--- src/rtl/assert_macros.svh ---
`ifndef ASSERT_MACROS_SVH
`define ASSERT_MACROS_SVH

// Same-cycle implication, checked on every rising edge out of reset.
`define ASSERT_IMPL(label, clk, rst_n, ante, cons) \
    label: assert property (@(posedge clk) disable iff (!rst_n) (ante) |-> (cons)) \
        else $error("assertion failed: same-cycle implication");

// Next-cycle implication, checked on every rising edge out of reset.
`define ASSERT_NEXT(label, clk, rst_n, ante, cons) \
    label: assert property (@(posedge clk) disable iff (!rst_n) (ante) |=> (cons)) \
        else $error("assertion failed: next-cycle implication");

`endif

--- src/rtl/b64d_pkg.sv ---
`timescale 1ns / 1ps

package b64d_pkg;

    localparam int POS_BITS   = 16;
    localparam int FIFO_AW    = 2;
    localparam int FIFO_DEPTH = 1 << FIFO_AW;

    typedef logic [POS_BITS-1:0] pos_t;

    typedef enum logic [1:0] {
        PH_DATA,
        PH_PAD,
        PH_TRAIL,
        PH_STOP
    } phase_t;

    localparam logic [2:0] ST_OK          = 3'd0;
    localparam logic [2:0] ST_LEFTOVER    = 3'd1;
    localparam logic [2:0] ST_PAD_MISSING = 3'd2;
    localparam logic [2:0] ST_BAD_PAD     = 3'd3;
    localparam logic [2:0] ST_FULL        = 3'd4;
    localparam logic [2:0] ST_UNCONSUMED  = 3'd5;

    localparam logic [2:0] REG_URLSAFE    = 3'd0;
    localparam logic [2:0] REG_PAD_OMIT   = 3'd1;
    localparam logic [2:0] REG_IGN_LOW    = 3'd2;
    localparam logic [2:0] REG_IGN_MID    = 3'd3;
    localparam logic [2:0] REG_IGN_HIGH   = 3'd4;
    localparam logic [2:0] REG_IGN_TOP    = 3'd5;
    localparam logic [2:0] REG_OUT_LIMIT  = 3'd6;
    localparam logic [2:0] REG_EARLY_STOP = 3'd7;

    localparam logic [7:0] CHAR_PLUS  = 8'h2B;
    localparam logic [7:0] CHAR_SLASH = 8'h2F;
    localparam logic [7:0] CHAR_MINUS = 8'h2D;
    localparam logic [7:0] CHAR_UNDER = 8'h5F;
    localparam logic [7:0] CHAR_PAD   = 8'h3D;

    typedef struct packed {
        logic       ok;
        logic [5:0] val;
    } dec6_t;

    typedef struct packed {
        logic [7:0]  out_byte;
        logic        byte_valid;
        logic        done_res;
        logic [2:0]  status;
        logic [15:0] byte_count;
        logic [15:0] stop_position;
    } result_t;

    function automatic dec6_t b64d_decode(input logic [7:0] c, input logic urlsafe);
        dec6_t d;
        d.ok  = 1'b1;
        d.val = '0;
        if (c inside {[8'h41:8'h5A]}) begin
            d.val = 6'(c - 8'h41);
        end
        else if (c inside {[8'h61:8'h7A]}) begin
            d.val = 6'(c - 8'h47);
        end
        else if (c inside {[8'h30:8'h39]}) begin
            d.val = 6'(c + 8'h04);
        end
        else if (c == (urlsafe ? CHAR_MINUS : CHAR_PLUS)) begin
            d.val = 6'd62;
        end
        else if (c == (urlsafe ? CHAR_UNDER : CHAR_SLASH)) begin
            d.val = 6'd63;
        end
        else begin
            d.ok = 1'b0;
        end
        return d;
    endfunction

    // Leftover bits are bad when more than four remain or any of them is set.
    function automatic logic b64d_leftover_bad(input logic [11:0] acc, input logic [3:0] cnt);
        logic [11:0] mask;
        mask = ~(12'(12'hFFF << cnt));
        return (cnt > 4'd4) || ((acc & mask) != 12'd0);
    endfunction

endpackage

--- src/rtl/base64_stream_decoder.sv ---
// Streaming Base64 decoder.
// Text enters on the slave stream one character per word: tdata carries the
// character code and tlast marks the final character of a text. Results leave
// on the master stream. A byte word has tuser high and the decoded byte in
// tdata. The closing word of a text has tlast high and carries the status,
// the byte count (zero on any error, in which case the bytes already sent
// must be discarded) and the position of the first character not consumed.
// A character is taken every cycle while tready is high; it goes from the
// input register into the result queue, whose head drives the master side.
// A four-word result queue decouples the two sides, so the slave side keeps
// accepting while the receiver stalls, until the queue cannot take two more
// words; then tready drops and nothing is lost. The configuration registers
// are written through cfg_we, cfg_index and cfg_data while no text is in
// flight. Reset clears the run state and the queue and loads the register
// defaults: standard alphabet, padding required, no ignored characters,
// an output limit of 65535 bytes and early stop not allowed.
`timescale 1ns / 1ps
`include "assert_macros.svh"

module base64_stream_decoder
    import b64d_pkg::*;
(
    input  logic        clk,
    input  logic        rst_n,
    input  logic        s_axis_tvalid,
    output logic        s_axis_tready,
    input  logic [7:0]  s_axis_tdata,   // in_char
    input  logic        s_axis_tlast,   // is_last
    output logic        m_axis_tvalid,
    input  logic        m_axis_tready,
    output logic [47:0] m_axis_tdata,   // out_byte, status, byte_count, stop_position
    output logic        m_axis_tuser,   // byte_valid
    output logic        m_axis_tlast,   // done_res
    input  logic        cfg_we,
    input  logic [2:0]  cfg_index,
    input  logic [63:0] cfg_data
);

    logic          urlsafe_reg;
    logic          pad_omit_reg;
    logic [255:0]  ign_map_reg;
    logic [15:0]   limit_reg;
    logic          early_reg;

    logic          in_valid_reg;
    logic [7:0]    in_char_reg;
    logic          in_last_reg;

    phase_t        phase_reg, phase_next;
    logic [11:0]   acc_reg, acc_next;
    logic [3:0]    cnt_reg, cnt_next;
    logic [1:0]    padl_reg, padl_next;
    logic [15:0]   prod_reg, prod_next;
    pos_t          pos_reg, pos_next;
    logic [2:0]    err_reg, err_next;

    result_t                fifo_reg [FIFO_DEPTH];
    logic [FIFO_AW-1:0]     wr_ptr_reg, wr_ptr_next;
    logic [FIFO_AW-1:0]     rd_ptr_reg, rd_ptr_next;
    logic [FIFO_AW:0]       count_reg, count_next;

    logic          fire;
    logic          pop;
    phase_t        cur_ph;
    dec6_t         dec;
    logic          ign;
    logic [11:0]   acc6;
    logic [3:0]    cnt6;
    logic [3:0]    cnt8;
    pos_t          pos_inc;
    logic          emit;
    logic [7:0]    emit_byte;
    logic [2:0]    err_fin;
    logic [2:0]    status_fin;
    result_t       byte_res, fin_res, res0;
    logic [1:0]    npush;
    result_t       head;

    // Configuration registers.
    always_ff @(posedge clk or negedge rst_n)
    begin
        if (!rst_n)
        begin
            urlsafe_reg  <= 1'b0;
            pad_omit_reg <= 1'b0;
            ign_map_reg  <= '0;
            limit_reg    <= 16'hFFFF;
            early_reg    <= 1'b0;
        end
        else if (cfg_we)
        begin
            case (cfg_index)
                REG_URLSAFE:    urlsafe_reg          <= cfg_data[0];
                REG_PAD_OMIT:   pad_omit_reg         <= cfg_data[0];
                REG_IGN_LOW:    ign_map_reg[63:0]    <= cfg_data;
                REG_IGN_MID:    ign_map_reg[127:64]  <= cfg_data;
                REG_IGN_HIGH:   ign_map_reg[191:128] <= cfg_data;
                REG_IGN_TOP:    ign_map_reg[255:192] <= cfg_data;
                REG_OUT_LIMIT:  limit_reg            <= cfg_data[15:0];
                REG_EARLY_STOP: early_reg            <= cfg_data[0];
                default:        early_reg            <= early_reg;
            endcase
        end
    end

    // Input register.
    assign fire          = in_valid_reg && (count_reg <= (FIFO_AW+1)'(FIFO_DEPTH - 2));
    assign s_axis_tready = !in_valid_reg || fire;

    always_ff @(posedge clk or negedge rst_n)
    begin
        if (!rst_n)
        begin
            in_valid_reg <= 1'b0;
        end
        else if (s_axis_tready)
        begin
            in_valid_reg <= s_axis_tvalid;
        end
    end

    always_ff @(posedge clk)
    begin
        if (s_axis_tvalid && s_axis_tready)
        begin
            in_char_reg <= s_axis_tdata;
            in_last_reg <= s_axis_tlast;
        end
    end

    // Decode of one character against the run state.
    always_comb
    begin
        phase_next = phase_reg;
        acc_next   = acc_reg;
        cnt_next   = cnt_reg;
        padl_next  = padl_reg;
        prod_next  = prod_reg;
        pos_next   = pos_reg;
        err_next   = err_reg;
        emit       = 1'b0;
        emit_byte  = '0;
        cur_ph     = phase_reg;
        dec        = b64d_decode(in_char_reg, urlsafe_reg);
        ign        = ign_map_reg[in_char_reg];
        acc6       = {acc_reg[5:0], dec.val};
        cnt6       = cnt_reg + 4'd6;
        cnt8       = cnt6 - 4'd8;
        pos_inc    = pos_reg + pos_t'(1);

        if (cur_ph == PH_DATA)
        begin
            if (dec.ok)
            begin
                acc_next = acc6;
                if (cnt6 >= 4'd8)
                begin
                    cnt_next = cnt8;
                    if (prod_reg >= limit_reg)
                    begin
                        err_next   = ST_FULL;
                        phase_next = PH_STOP;
                    end
                    else
                    begin
                        emit      = 1'b1;
                        emit_byte = 8'(acc6 >> cnt8);
                        prod_next = prod_reg + 16'd1;
                        pos_next  = pos_inc;
                    end
                end
                else
                begin
                    cnt_next = cnt6;
                    pos_next = pos_inc;
                end
            end
            else if (ign)
            begin
                pos_next = pos_inc;
            end
            else if (b64d_leftover_bad(acc_reg, cnt_reg))
            begin
                err_next   = ST_LEFTOVER;
                phase_next = PH_STOP;
            end
            else if (!pad_omit_reg && (cnt_reg[3:1] != 3'd0))
            begin
                padl_next = cnt_reg[2:1];
                cur_ph    = PH_PAD;
            end
            else
            begin
                cur_ph = PH_TRAIL;
            end
        end

        if (cur_ph == PH_PAD)
        begin
            phase_next = PH_PAD;
            if (in_char_reg == CHAR_PAD)
            begin
                padl_next = padl_next - 2'd1;
                pos_next  = pos_inc;
                if (padl_next == 2'd0)
                begin
                    phase_next = PH_TRAIL;
                end
            end
            else if (ign)
            begin
                pos_next = pos_inc;
            end
            else
            begin
                err_next   = ST_BAD_PAD;
                phase_next = PH_STOP;
            end
        end
        else if (cur_ph == PH_TRAIL)
        begin
            phase_next = PH_TRAIL;
            if (ign)
            begin
                pos_next = pos_inc;
            end
            else
            begin
                phase_next = PH_STOP;
            end
        end

        // Closing checks on the final character.
        err_fin = err_next;
        if (phase_next == PH_DATA)
        begin
            if (b64d_leftover_bad(acc_next, cnt_next))
            begin
                err_fin = ST_LEFTOVER;
            end
            else if (!pad_omit_reg && (cnt_next[3:1] != 3'd0))
            begin
                err_fin = ST_PAD_MISSING;
            end
        end
        else if (phase_next == PH_PAD)
        begin
            err_fin = ST_PAD_MISSING;
        end
        status_fin = err_fin;
        if ((err_fin == ST_OK) && (phase_next == PH_STOP) && !early_reg)
        begin
            status_fin = ST_UNCONSUMED;
        end

        byte_res               = '0;
        byte_res.out_byte      = emit_byte;
        byte_res.byte_valid    = 1'b1;
        fin_res                = '0;
        fin_res.done_res       = 1'b1;
        fin_res.status         = status_fin;
        fin_res.byte_count     = (status_fin == ST_OK) ? prod_next : 16'd0;
        fin_res.stop_position  = 16'(pos_next);
        res0                   = emit ? byte_res : fin_res;
        npush                  = {1'b0, emit} + {1'b0, in_last_reg};

        if (in_last_reg)
        begin
            phase_next = PH_DATA;
            acc_next   = '0;
            cnt_next   = '0;
            padl_next  = '0;
            prod_next  = '0;
            pos_next   = '0;
            err_next   = ST_OK;
        end
    end

    always_ff @(posedge clk or negedge rst_n)
    begin
        if (!rst_n)
        begin
            phase_reg <= PH_DATA;
            acc_reg   <= '0;
            cnt_reg   <= '0;
            padl_reg  <= '0;
            prod_reg  <= '0;
            pos_reg   <= '0;
            err_reg   <= ST_OK;
        end
        else if (fire)
        begin
            phase_reg <= phase_next;
            acc_reg   <= acc_next;
            cnt_reg   <= cnt_next;
            padl_reg  <= padl_next;
            prod_reg  <= prod_next;
            pos_reg   <= pos_next;
            err_reg   <= err_next;
        end
    end

    // Result queue.
    assign pop         = m_axis_tvalid && m_axis_tready;
    assign wr_ptr_next = fire ? wr_ptr_reg + FIFO_AW'(npush) : wr_ptr_reg;
    assign rd_ptr_next = pop ? rd_ptr_reg + FIFO_AW'(1) : rd_ptr_reg;
    assign count_next  = count_reg + (fire ? (FIFO_AW+1)'(npush) : '0)
                         - (FIFO_AW+1)'(pop);

    always_ff @(posedge clk or negedge rst_n)
    begin
        if (!rst_n)
        begin
            wr_ptr_reg <= '0;
            rd_ptr_reg <= '0;
            count_reg  <= '0;
        end
        else
        begin
            wr_ptr_reg <= wr_ptr_next;
            rd_ptr_reg <= rd_ptr_next;
            count_reg  <= count_next;
        end
    end

    always_ff @(posedge clk)
    begin
        if (fire && (npush != 2'd0))
        begin
            fifo_reg[wr_ptr_reg] <= res0;
        end
        if (fire && (npush == 2'd2))
        begin
            fifo_reg[wr_ptr_reg + FIFO_AW'(1)] <= fin_res;
        end
    end

    assign head          = fifo_reg[rd_ptr_reg];
    assign m_axis_tvalid = (count_reg != '0);
    assign m_axis_tdata  = {5'b0, head.stop_position, head.byte_count, head.status,
                            head.out_byte};
    assign m_axis_tuser  = head.byte_valid;
    assign m_axis_tlast  = head.done_res;

    `ASSERT_IMPL(a_queue_bound, clk, rst_n, 1'b1, count_reg <= (FIFO_AW+1)'(FIFO_DEPTH))
    `ASSERT_IMPL(a_error_no_count, clk, rst_n,
                 m_axis_tvalid && m_axis_tlast && (head.status != ST_OK),
                 head.byte_count == 16'd0)
    `ASSERT_NEXT(a_run_cleared, clk, rst_n, fire && in_last_reg,
                 (phase_reg == PH_DATA) && (pos_reg == '0) && (prod_reg == 16'd0))
    `ASSERT_IMPL(a_no_fire_when_full, clk, rst_n,
                 count_reg > (FIFO_AW+1)'(FIFO_DEPTH - 2), !fire)

endmodule

--- config.mk ---
export PLATFORM = sky130hd
export DESIGN_NAME = base64_stream_decoder
export DESIGN_NICKNAME = d
export VERILOG_FILES = /design/src/rtl/b64d_pkg.sv /design/src/rtl/base64_stream_decoder.sv
export VERILOG_INCLUDE_DIRS = /design/src /design/src/rtl
export SDC_FILE = /design/constraint.sdc
export NUM_CORES = 1
export LEC_CHECK = 0
export BUFFER_PORTS_ARGS = -buffer_cell sky130_fd_sc_hd__buf_2
export CORE_MARGIN = 4
export CORE_UTILIZATION = 46
export CTS_BUF_LIST = sky130_fd_sc_hd__clkbuf_4 sky130_fd_sc_hd__clkbuf_8
export DETAILED_ROUTE_END_ITERATION = 6
export GPL_TIMING_DRIVEN = 0
export SLEW_MARGIN = 20
export SYNTH_ARGS = -nofsm -noshare
export SYNTH_HDL_FRONTEND = slang
export SYNTH_SLANG_ARGS = --single-unit
--- constraint.sdc ---
create_clock -name clk -period 7.75 [get_ports clk]
set_clock_uncertainty 0.15 [all_clocks]
set_input_delay 1.55 -clock clk [delete_from_list [all_inputs] [get_ports clk]]
set_output_delay 1.55 -clock clk [all_outputs]
set_load 0.1 [all_outputs]
== Yosys cells after proc, flatten, opt, wreduce, memory -nomap -nowiden ==
Memory sizes are Yosys's and may differ from the RTL's.
Cells that the tools add are included.

* Add/subtract/negate cells: 14
* Order comparisons: 12
* Equal/unequal tests: 15
* Shift-type cells: 3
* Muxes and demuxes: 92
* Bitwise operators: 4
* Reduce and logical (&&, ||, !) cells: 38

{| class="wikitable"
|+ Operators by type and width
! operator !! number
|-
| 2-to-1 mux 16 bit || 16
|-
| 2-to-1 mux 2 bit || 26
|-
| 2-to-1 mux 3 bit || 16
|-
| 2-to-1 mux 45 bit || 1
|-
| 2-to-1 mux 12 bit || 3
|-
| adder 16 x 1 -> 16 bit (second input constant) || 2
|-
| 2-to-1 mux 8 bit || 4
|-
| 2-to-1 mux 6 bit || 5
|-
| AND 12 bit || 2
|-
| inverter 12 bit || 2
|-
| nonzero test 12 bit || 2
|-
| left shift 12 x 4 -> 12 bit (first input constant) || 2
|-
| >= comparator 16 bit || 1
|-
| >= comparator 8 x 7 -> 1 bit (second input constant) || 2
|-
| less-or-equal comparator 8 x 7 -> 1 bit (second input constant) || 2
|-
| 2-to-1 mux 4 bit || 4
|-
| AND reduction 2 bit || 8
|-
| 2-to-1 mux 1 bit || 15
|-
| equality test 3 bit (second input constant) || 4
|-
| logical AND 1 bit || 12
|-
| >> shifter 12 x 4 -> 8 bit || 1
|-
| zero test 3 bit || 3
|-
| less-than comparator 8 x 9 -> 1 bit (second input constant) || 1
|-
| nonzero test 3 bit || 3
|-
| 29 further kinds || 41
|}

* Flip-flop bits (word level): 347
* Memory bits (writable): 180
* Bits of input ports: 81
* Memories: 1

{| class="wikitable"
|+ Memory list
! memory !! depth !! width !! read ports !! clocked after Yosys merged registers in !! write ports !! line !! source
|-
| fifo_reg || 4 || 45 || 1 || 0 || 2 || base64_stream_decoder.sv:57 || <nowiki>result_t fifo_reg [FIFO_DEPTH];</nowiki>
|}

== Longest topological paths before layout ==
Gate-level depths: netlist of run 1.

* Depth in word-level cells: 24
* Depth in mapped cells: 23
* Depth with buffers taken out: 17

== Least setup slack after synthesis of run 1 ==
OpenSTA, ideal clock, no wires.

* Path kind: register to register
* Start: register in_char_reg[1]
* End: memory fifo_reg[3][30] (netlist name) (data pin)
* Library setup time: 176 ps
* Data arrival time: 5396 ps
* Required time: 7424 ps
* Path slack: 2028 ps
* Stages on the path, launching flop included: 22
* Buffers on the path: 7
* Period minus slack after synthesis: 5722 ps
* Path through: edfxtp_1 buf_6 buf_6 buf_4 buf_2 inv_1 ha_1 nor2b_1 o211a_1 a211oi_4 o21ai_0 nor2_1 clkbuf_1 clkbuf_1 ha_1 nand2b_1 nand2_1 nand3_1 inv_1 o21ai_1 clkbuf_1 nor4_1

{| class="wikitable"
|+ RTL lines
! element !! line !! source
|-
| from (decl) || base64_stream_decoder.sv:46 || <nowiki>logic [7:0] in_char_reg;</nowiki>
|-
| from (signal assigned) || base64_stream_decoder.sv:126 || <nowiki>in_char_reg <= s_axis_tdata;</nowiki>
|-
| to (decl) || base64_stream_decoder.sv:57 ||
|}

==> results.md, run 1 <==
* Num Clock Sinks at 521
* Initial Utilization at 0.4681
* Async SR Flop Fraction at 0.6372
* Synth Area in Compound Gates at 0.09493
* Synth top area share at 0.3049
* Worst min path class: reg -> reg
* IO Port Bufs at about 130
* Number of synthesized flops with an enable pin at between 100 and 150
* Number of synthesized register bits at roughly 520
* YS warnings at 0
* Core area at 55,420 sq um
* Cells after synthesis at around 2,000
* Final Hold Fails at 0
* Gr usage total at 0.2435
* Peak VDD IR at between 0.2 and 0.25 mV
* Share of layout cells above drive strength 1 at 0.3299
* CP max FO at 22
* Largest family of logic cells by synthesized area: multiplexers
* Drt wl/cell at 23.61 um
* Vias per Instance at 5.875
* Slew Limit Fails at 0
* CTS hold repair buffers at 0
* CP arrival at about 7.5 ns
* CP startpoint: in_char_reg[1]
* Sequential share of the synthesized area at 0.5244
* Dominant cell by count in the synthesized netlist: dfrtp_1
* Total gr overflow at 0
* CTS tree: built
* Worst EP required at ~8.0 ns
* Drt total wl at 73.02 mm
* RSZ-0062 raised after global routing: false
* Top post-synthesis cells by count: dfrtp_1 (316), mux2_2 (290), nand2_1 (167), edfxtp_1 (149)
* HPWL after detailed placement at ~52 mm
* Post-route antenna net violation count at 0
* Pre-antenna DRT Iters at 5
* Reg area at between 10,000 and 15,000 sq um
* Classification of the worst setup path: reg -> reg
* Maxcap violations at 0
* CTS H-tree depth at 3
* Area Overhead vs Synth at 14.09%
* Die area at approximately 60,000 sq um
* P_leak at about 0.012 uW
* Clk Latency, worst-skew pair at 0.68 ns
* Via count at 18,164
* First-pass GRT wire length at about 110 mm
* Tmin final at 7.206 ns
* Area of the multi-input gates at roughly 11,000 sq um
* Final setup fails at 0
* PD cells at ~350 nW/um^2
* Post-synthesis mux area share at 0.2231
* Pin count of the biggest net entering global routing at slightly below 90
* CTS clk-pin slew, worst paths at around 0.070 ns
* Worst slew pin tran at 1.069 ns
* Vias in the first global route at approximately 19,000
* Top FF cell, synth: dfrtp_1
* Layout Nets at roughly 2,400
* Hold path start: fifo_reg[1][35]
* Final WS setup at roughly 0.54 ns
* Syn_area_per_cell at around 13 sq um
* Row count at 86
* Initial antenna violation count at 1
* Deepest clock path buffer count at 3
* I/O pin cnt at 133
* Leading area contributor after synthesis: dfrtp_1
* Netlist cell types at 97
* CP Capture Type: register
* Iter 0 DRT Violations at 1,308
* Max reg flops at 256
* Crit share post-route at 0.9298
* RR Startpoint: in_char_reg[1]
* CTS root buffer: clkbuf_8
* XOR/XNOR Fraction of Synth Area at 0.009792
* Placer Congestion at around 0.91
* Mapped cell area at approximately 26,000 sq um
* Adder-Cell Fraction of Synth Area at 0.02007
* Setup Slack @ Placement at 0.1667 ns
* Ranking of synthesized cells by area: dfrtp_1 (30%), edfxtp_1 (17%), mux2_2 (13%)
* Fmax at ~140 MHz
* CP Launch Type: register
* Die X at roughly 250 um
* Post-Route Setup TNS at 0 ns
* Die H at about 250 um
* Drt drc at 0
* Post-synthesis simple-gate area fraction at 0.09300
* Outcome: finished clean
* CTS buffer count at 89
* Filler cell count at roughly 4,800
* Slew margin rel. at 0.2823
[kinds of logic (layout without fill, tap and decap cells)]
| kind of cell | count (synthesis) | count (layout) |
|---|---|---|
| XOR/XNOR | 29 | 29 |
| AO/OA/AOI/OAI | 346 | 346 |
| buffers and inverters | 200 | 492 |
| flip-flops | 521 | 521 |
| other | 1 | 6 |
| adder cells (fa/ha/maj) | 41 | 41 |
| multiplexers | 432 | 432 |
| AND/OR/NAND/NOR | 477 | 477 |
[per-layer routing]
metal	routed length, um	global-route usage	vias to the layer above
met3	3450	0.03805	142
met5	0	0	-
met4	2316	0.08059	0
met1	31050	0.3213	9232
li1	-	-	8199
met2	36200	0.4141	591
[per-stage QoR]
stage          power [uW]  instances  utilization  hold WS, ns  instance area [sq um]
2_1_floorplan        6682       2051            -       0.2685                  25950
3_3_place_gp         7748       2925       0.4966       0.2803                  27520
3_5_place_dp         7837       2933       0.5002       0.2877                  27720
4_1_cts             10450       3092       0.5339       0.3052                  29590
5_1_grt             10880       3092       0.5340       0.3213                  29590
6_report            10390       3092       0.5340       0.2987                  29590
[where the power goes]
group	internal, uW	switching [uW]
combinational	1290	2920
sequential	3330	245
clock	1470	1120
total	6100	4290
[critical path: stages, from the launching register on]
cell and delay (ns):
edfxtp_1 0.39, buf_6 0.19, buf_6 0.23, buf_4 0.28, buf_2 0.38, inv_1 0.14, ha_1 0.26, nor2b_1 0.13
o31a_1 0.26, o211ai_2 0.15, buf_2 0.22, o21ai_0 0.59, nor2_1 0.14, clkbuf_1 0.30, clkbuf_2 0.31, ha_1 0.29
nand3_1 0.09, o31ai_1 0.07, nand2_1 0.35, clkinv_2 0.52, buf_16 0.34, nand2_1 0.45, clkbuf_1 0.51, o22ai_1 0.15
[cells in the final DEF, fill, tap and decap left out, drive strengths merged, types with 13 or more instances in the layout]
cell type	synthesis	final
mux2	290	290
nand2b	17	17
o211ai	14	14
dfrtp	316	316
o21ai	81	81
xnor2	19	19
ha	40	40
buf	53	186
inv	57	56
a211oi	16	16
nand2	167	167
nand3	46	46
edfxtp	149	149
mux4	88	88
and3	13	13
dfxtp	40	40
and2	17	17
o22ai	26	26
nor3	62	62
mux2i	54	54
nor4	38	38
nor2	54	54
o31ai	23	23
dfstp	16	16
clkinv	2	16
a22o	18	18
clkbuf	88	232
a21oi	72	72
nor2b	13	13
[cell type report]
type	instances	area share
timing repair buffer	134	0.02790
clock inverter	15	0.003298
inverter	59	0.007653
antenna	1	0.00008456
clock buffer	144	0.05978
tap	748	0.03163
sequential	521	0.4597
buffer	140	0.02270
multi-input combinational	1330	0.3873
[final timing paths]
path                                        end  slack [ns]  cells past startpoint
max in group asynchronous          limit_reg[9]        5.77                      2
worst max-delay path            fifo_reg[0][32]        0.54                     23
worst max register to register  fifo_reg[0][32]        0.54                     23
worst min-delay path            fifo_reg[1][35]        0.30                      2
worst min register to register  fifo_reg[1][35]        0.30                      2
min in group asynchronous       ign_map_reg[48]        0.76                      1
[timing repair]
item | 4_1_cts | 5_1_grt
buffers inserted | 0 | 0
setup endpoints to repair | 0 | 70
gates resized for setup | 0 | 6
(Power assumes the default switching activity.)
==> inputs of run 2 (changes only) <==
- ABC_AREA: unset -> 1
==> results.md, run 2 <==
* Mapped cell area at 26,230 sq um (+1.1%)
* Final Hold Fails at 0 (unchanged)
* Drt wl/cell at 19.48 um (-17%)
* CP Capture Type: register
* Layout Nets at 3,594 (+50%)
* Maxcap violations at 0 (unchanged)
* CTS root buffer: clkbuf_8
* Seq pwr share at 0.310 (-0.034)
* Row count at 87 (+1.2%)
* Number of post-CTS setup repair buffers at 0 (unchanged)
* Deepest clock path buffer count at 3 (unchanged)
* Iter 0 DRT Violations at 1,692 (+29%)
* Non-filler instance count after layout at 4,308 (+39%)
* Clk pwr share at 0.231 (-0.019)
* Hold Path Stages at 2 (unchanged)
* Drt total wl at 83.94 mm (+15%)
* Clk Latency, worst-skew pair at 0.70 ns (+0.02 ns)
* Sequential share of the synthesized area at 0.5186 (-0.005853)
* Hold Slack at 0.3056 ns (+0.006925 ns)
* IO Port Bufs at 127 (+0.79%)
* Die area at 60,910 sq um (+1.1%)
* Peak VDD IR at 0.3519 mV (+42%)
* GR peak layer: met2
* Leading area contributor after synthesis: dfrtp_1
* CP arrival at 6.75 ns (-0.70 ns)
* Cells after synthesis at 3,239 (+58%)
* Worst min path class: reg -> reg
* PD cells at 390.3 nW/um^2 (+11%)
* Num Clock Sinks at 521 (unchanged)
* Top FF cell, synth: dfrtp_1
* Worst EP required at 8.13 ns (+0.14 ns)
* M3 GR Usage at 0.04630 (+0.008248)
* CP max FO at 11 (-50%)
* Core area at 56,390 sq um (+1.8%)
* Dominant cell by count in the synthesized netlist: nand2_1
* Net Sw Frac at 0.4793 (+0.06614)
* Fmax at 156.9 MHz (+13%)
* Net Switching at 5619 uW (+31%)
* Async SR Flop Fraction at 0.6372 (unchanged)
* Share of layout cells above drive strength 1 at 0.1192 (-0.2107)
* Final instance area at 30,040 sq um (+1.5%)
* CTS tree: built
* Die H at 246.8 um (+0.55%)
* Power, Total at 11,720 uW (+13%)
* CTS buffer count at 92 (+3.4%)
* Initial Utilization at 0.4652 (-0.002867)
* CTS H-tree depth at 3 (unchanged)
* Crit share post-route at 0.8223 (-0.1075)
* Drt drc at 0 (unchanged)
* Commonest non-fill, non-tap cell in the layout: nand2_1
* Pin count of the biggest net entering global routing at 94 (+5.6%)
* Die X at 246.8 um (+0.55%)
* Gr usage total at 0.2764 (+0.03298)
* CTS resizes at 0 (unchanged)
* CTS hold repair buffers at 0 (unchanged)
* Placed instance area at 28,050 sq um (+1.2%)
* CTS clk-pin slew, worst paths at 0.06 ns (about the same)
* Placed insts at 4,134 (+41%)
* Final setup fails at 0 (unchanged)
* Grt met2 use at 0.4808 (+0.06666)
* HPWL after detailed placement at 60.03 mm (+15%)
* Placer Congestion at 0.9343 (+2.7%)
* Syn_area_per_cell at 8.099 sq um (-36%)
* Area Overhead vs Synth at 14.50%
* CP Launch Type: register
* I/O pin cnt at 133 (unchanged)
* Reg2reg path depth at 24 (+4.3%)
* Outcome: finished clean
* YS warnings at 0 (unchanged)
* Max reg flops at 256 (unchanged)
* Combinational power share at 0.459 (+0.053)
* First-pass GRT wire length at 130.3 mm (+15%)
* Netlist cell types at 55 (-43%)
* Worst slew pin tran at 1.169 ns (+0.09988 ns)
* Post-Route Setup TNS at 0 ns (unchanged)
* Ranking of synthesized cells by area: dfrtp_1 (30%), edfxtp_1 (17%), nand2_1 (12%)
* Number of synthesized register bits at 521 (unchanged)
* Tmin final at 6.372 ns (-0.8333 ns)
* Initial antenna violation count at 3 (+2)
* Via count at 23,111 (+27%)
* Top post-synthesis cells by count: nand2_1 (810), o21ai_0 (476), nor2_1 (385), inv_1 (339), dfrtp_1 (316)
* Slew Limit Fails at 0 (unchanged)
* Vias per Instance at 5.365 (-8.7%)
* Slew margin rel. at 0.2205 (-0.06181)
* Vias in the first global route at 22,678 (+20%)
* Pre-antenna DRT Iters at 6 (+1)
* Met1 Usage GRT at 0.3428 (+0.02156)
* P_leak at 0.01393 uW (+19%)
* RSZ-0062 raised after global routing: false
* Most frequent cells in the layout: nand2_1 (806), o21ai_0 (476), nor2_1 (385)
* Number of synthesized flops with an enable pin at 149 (unchanged)
* Post-route antenna net violation count at 0 (unchanged)
* Total gr overflow at 0 (unchanged)
* Classification of the worst setup path: reg -> reg
* Synth top area share at 0.3015 (-0.003403)
* Cell Int Power at 6105 uW (+0.14%)
==> run 2: cell count changes after synthesis, sizes merged, moves of 32 or more <==
cell / change
a21oi: -33
clkbuf: +32
inv: +298
mux2: -290
mux2i: -54
mux4: -88
nand2: +650
nand3: +93
nor2: +340
nor3: -45
nor4: -35
o21ai: +427
o22ai: +42
==> run 2: per-layer routing <==
layer / share of wire / wire length [um] / vias up
met5: 0 / 0 / -
li1: - / - / 11007
met1: 0.40 / 33920 / 11087
met4: 0.042 / 3510 / 0
met2: 0.49 / 41540 / 812
met3: 0.059 / 4962 / 205
==> run 2: kinds of logic after synthesis <==
group | after synthesis | share of synthesized area
XOR/XNOR | 36 | 0.01202
buffers and inverters | 544 | 0.08424
AO/OA/AOI/OAI | 673 | 0.1392
other | 1 | 0.0001430
AND/OR/NAND/NOR | 1423 | 0.2260
adder cells (fa/ha/maj) | 41 | 0.01984
flip-flops | 521 | 0.5186
==> run 2: cell type report <==
class	count	area (sq um)
Multi-Input combinational cell	2178	10440
Fill cell	5480	26350
Timing Repair Buffer	135	843.3
Buffer	180	840.8
Sequential cell	521	13600
Antenna cell	4	10.01
Clock buffer	133	1699
Inverter	364	1369
Tap cell	756	945.9
Clock inverter	37	280.3
==> run 2: path summary, 6_finish.rpt <==
check,startpoint,endpoint,slack (ns)
min in group asynchronous,rst_n,ign_map_reg[89],0.55
max in group asynchronous,rst_n,ign_map_reg[189],5.76
max,in_char_reg[0],fifo_reg[3][14],1.38
min reg2reg,fifo_reg[1][35],fifo_reg[1][35],0.31
max reg2reg,in_char_reg[0],fifo_reg[3][14],1.38
min,fifo_reg[1][35],fifo_reg[1][35],0.31
==> run 2: critical path: stages (launching register included) <==
cell	delay [ns]
edfxtp_1	0.50
buf_6	0.19
inv_2	0.08
buf_2	0.35
buf_2	0.38
ha_1	0.27
nor2_1	0.06
o21ai_0	0.21
nand2_1	0.17
nand2_1	0.12
inv_1	0.08
nand4_4	0.21
nand2_2	0.18
buf_2	0.25
nor2_4	0.21
inv_2	0.15
ha_1	0.21
nor2_1	0.10
inv_1	0.08
nor3_1	0.60
inv_1	0.30
o21ai_0	0.35
clkinv_1	0.41
clkbuf_1	0.38
nor2_1	0.20
==> run 2: power by group through the flow <==
stage | Combinational [uW] | Sequential, uW | Clock (uW)
floorplan | 3980 | 3600 | 0
detailed placement | 5380 | 3680 | 0
global placement | 5260 | 3670 | 0
CTS | 5390 | 3630 | 2760
global route | 5840 | 3690 | 2890
finish | 5380 | 3640 | 2710
==> run 2: per-stage QoR <==
stage,worst slack [ns],util
2_1_floorplan,3.004,-
3_3_place_gp,-1.486,0.4935
3_5_place_dp,1.404,0.4974
4_1_cts,1.395,0.5325
5_1_grt,0.7573,0.5326
6_report,1.378,0.5327
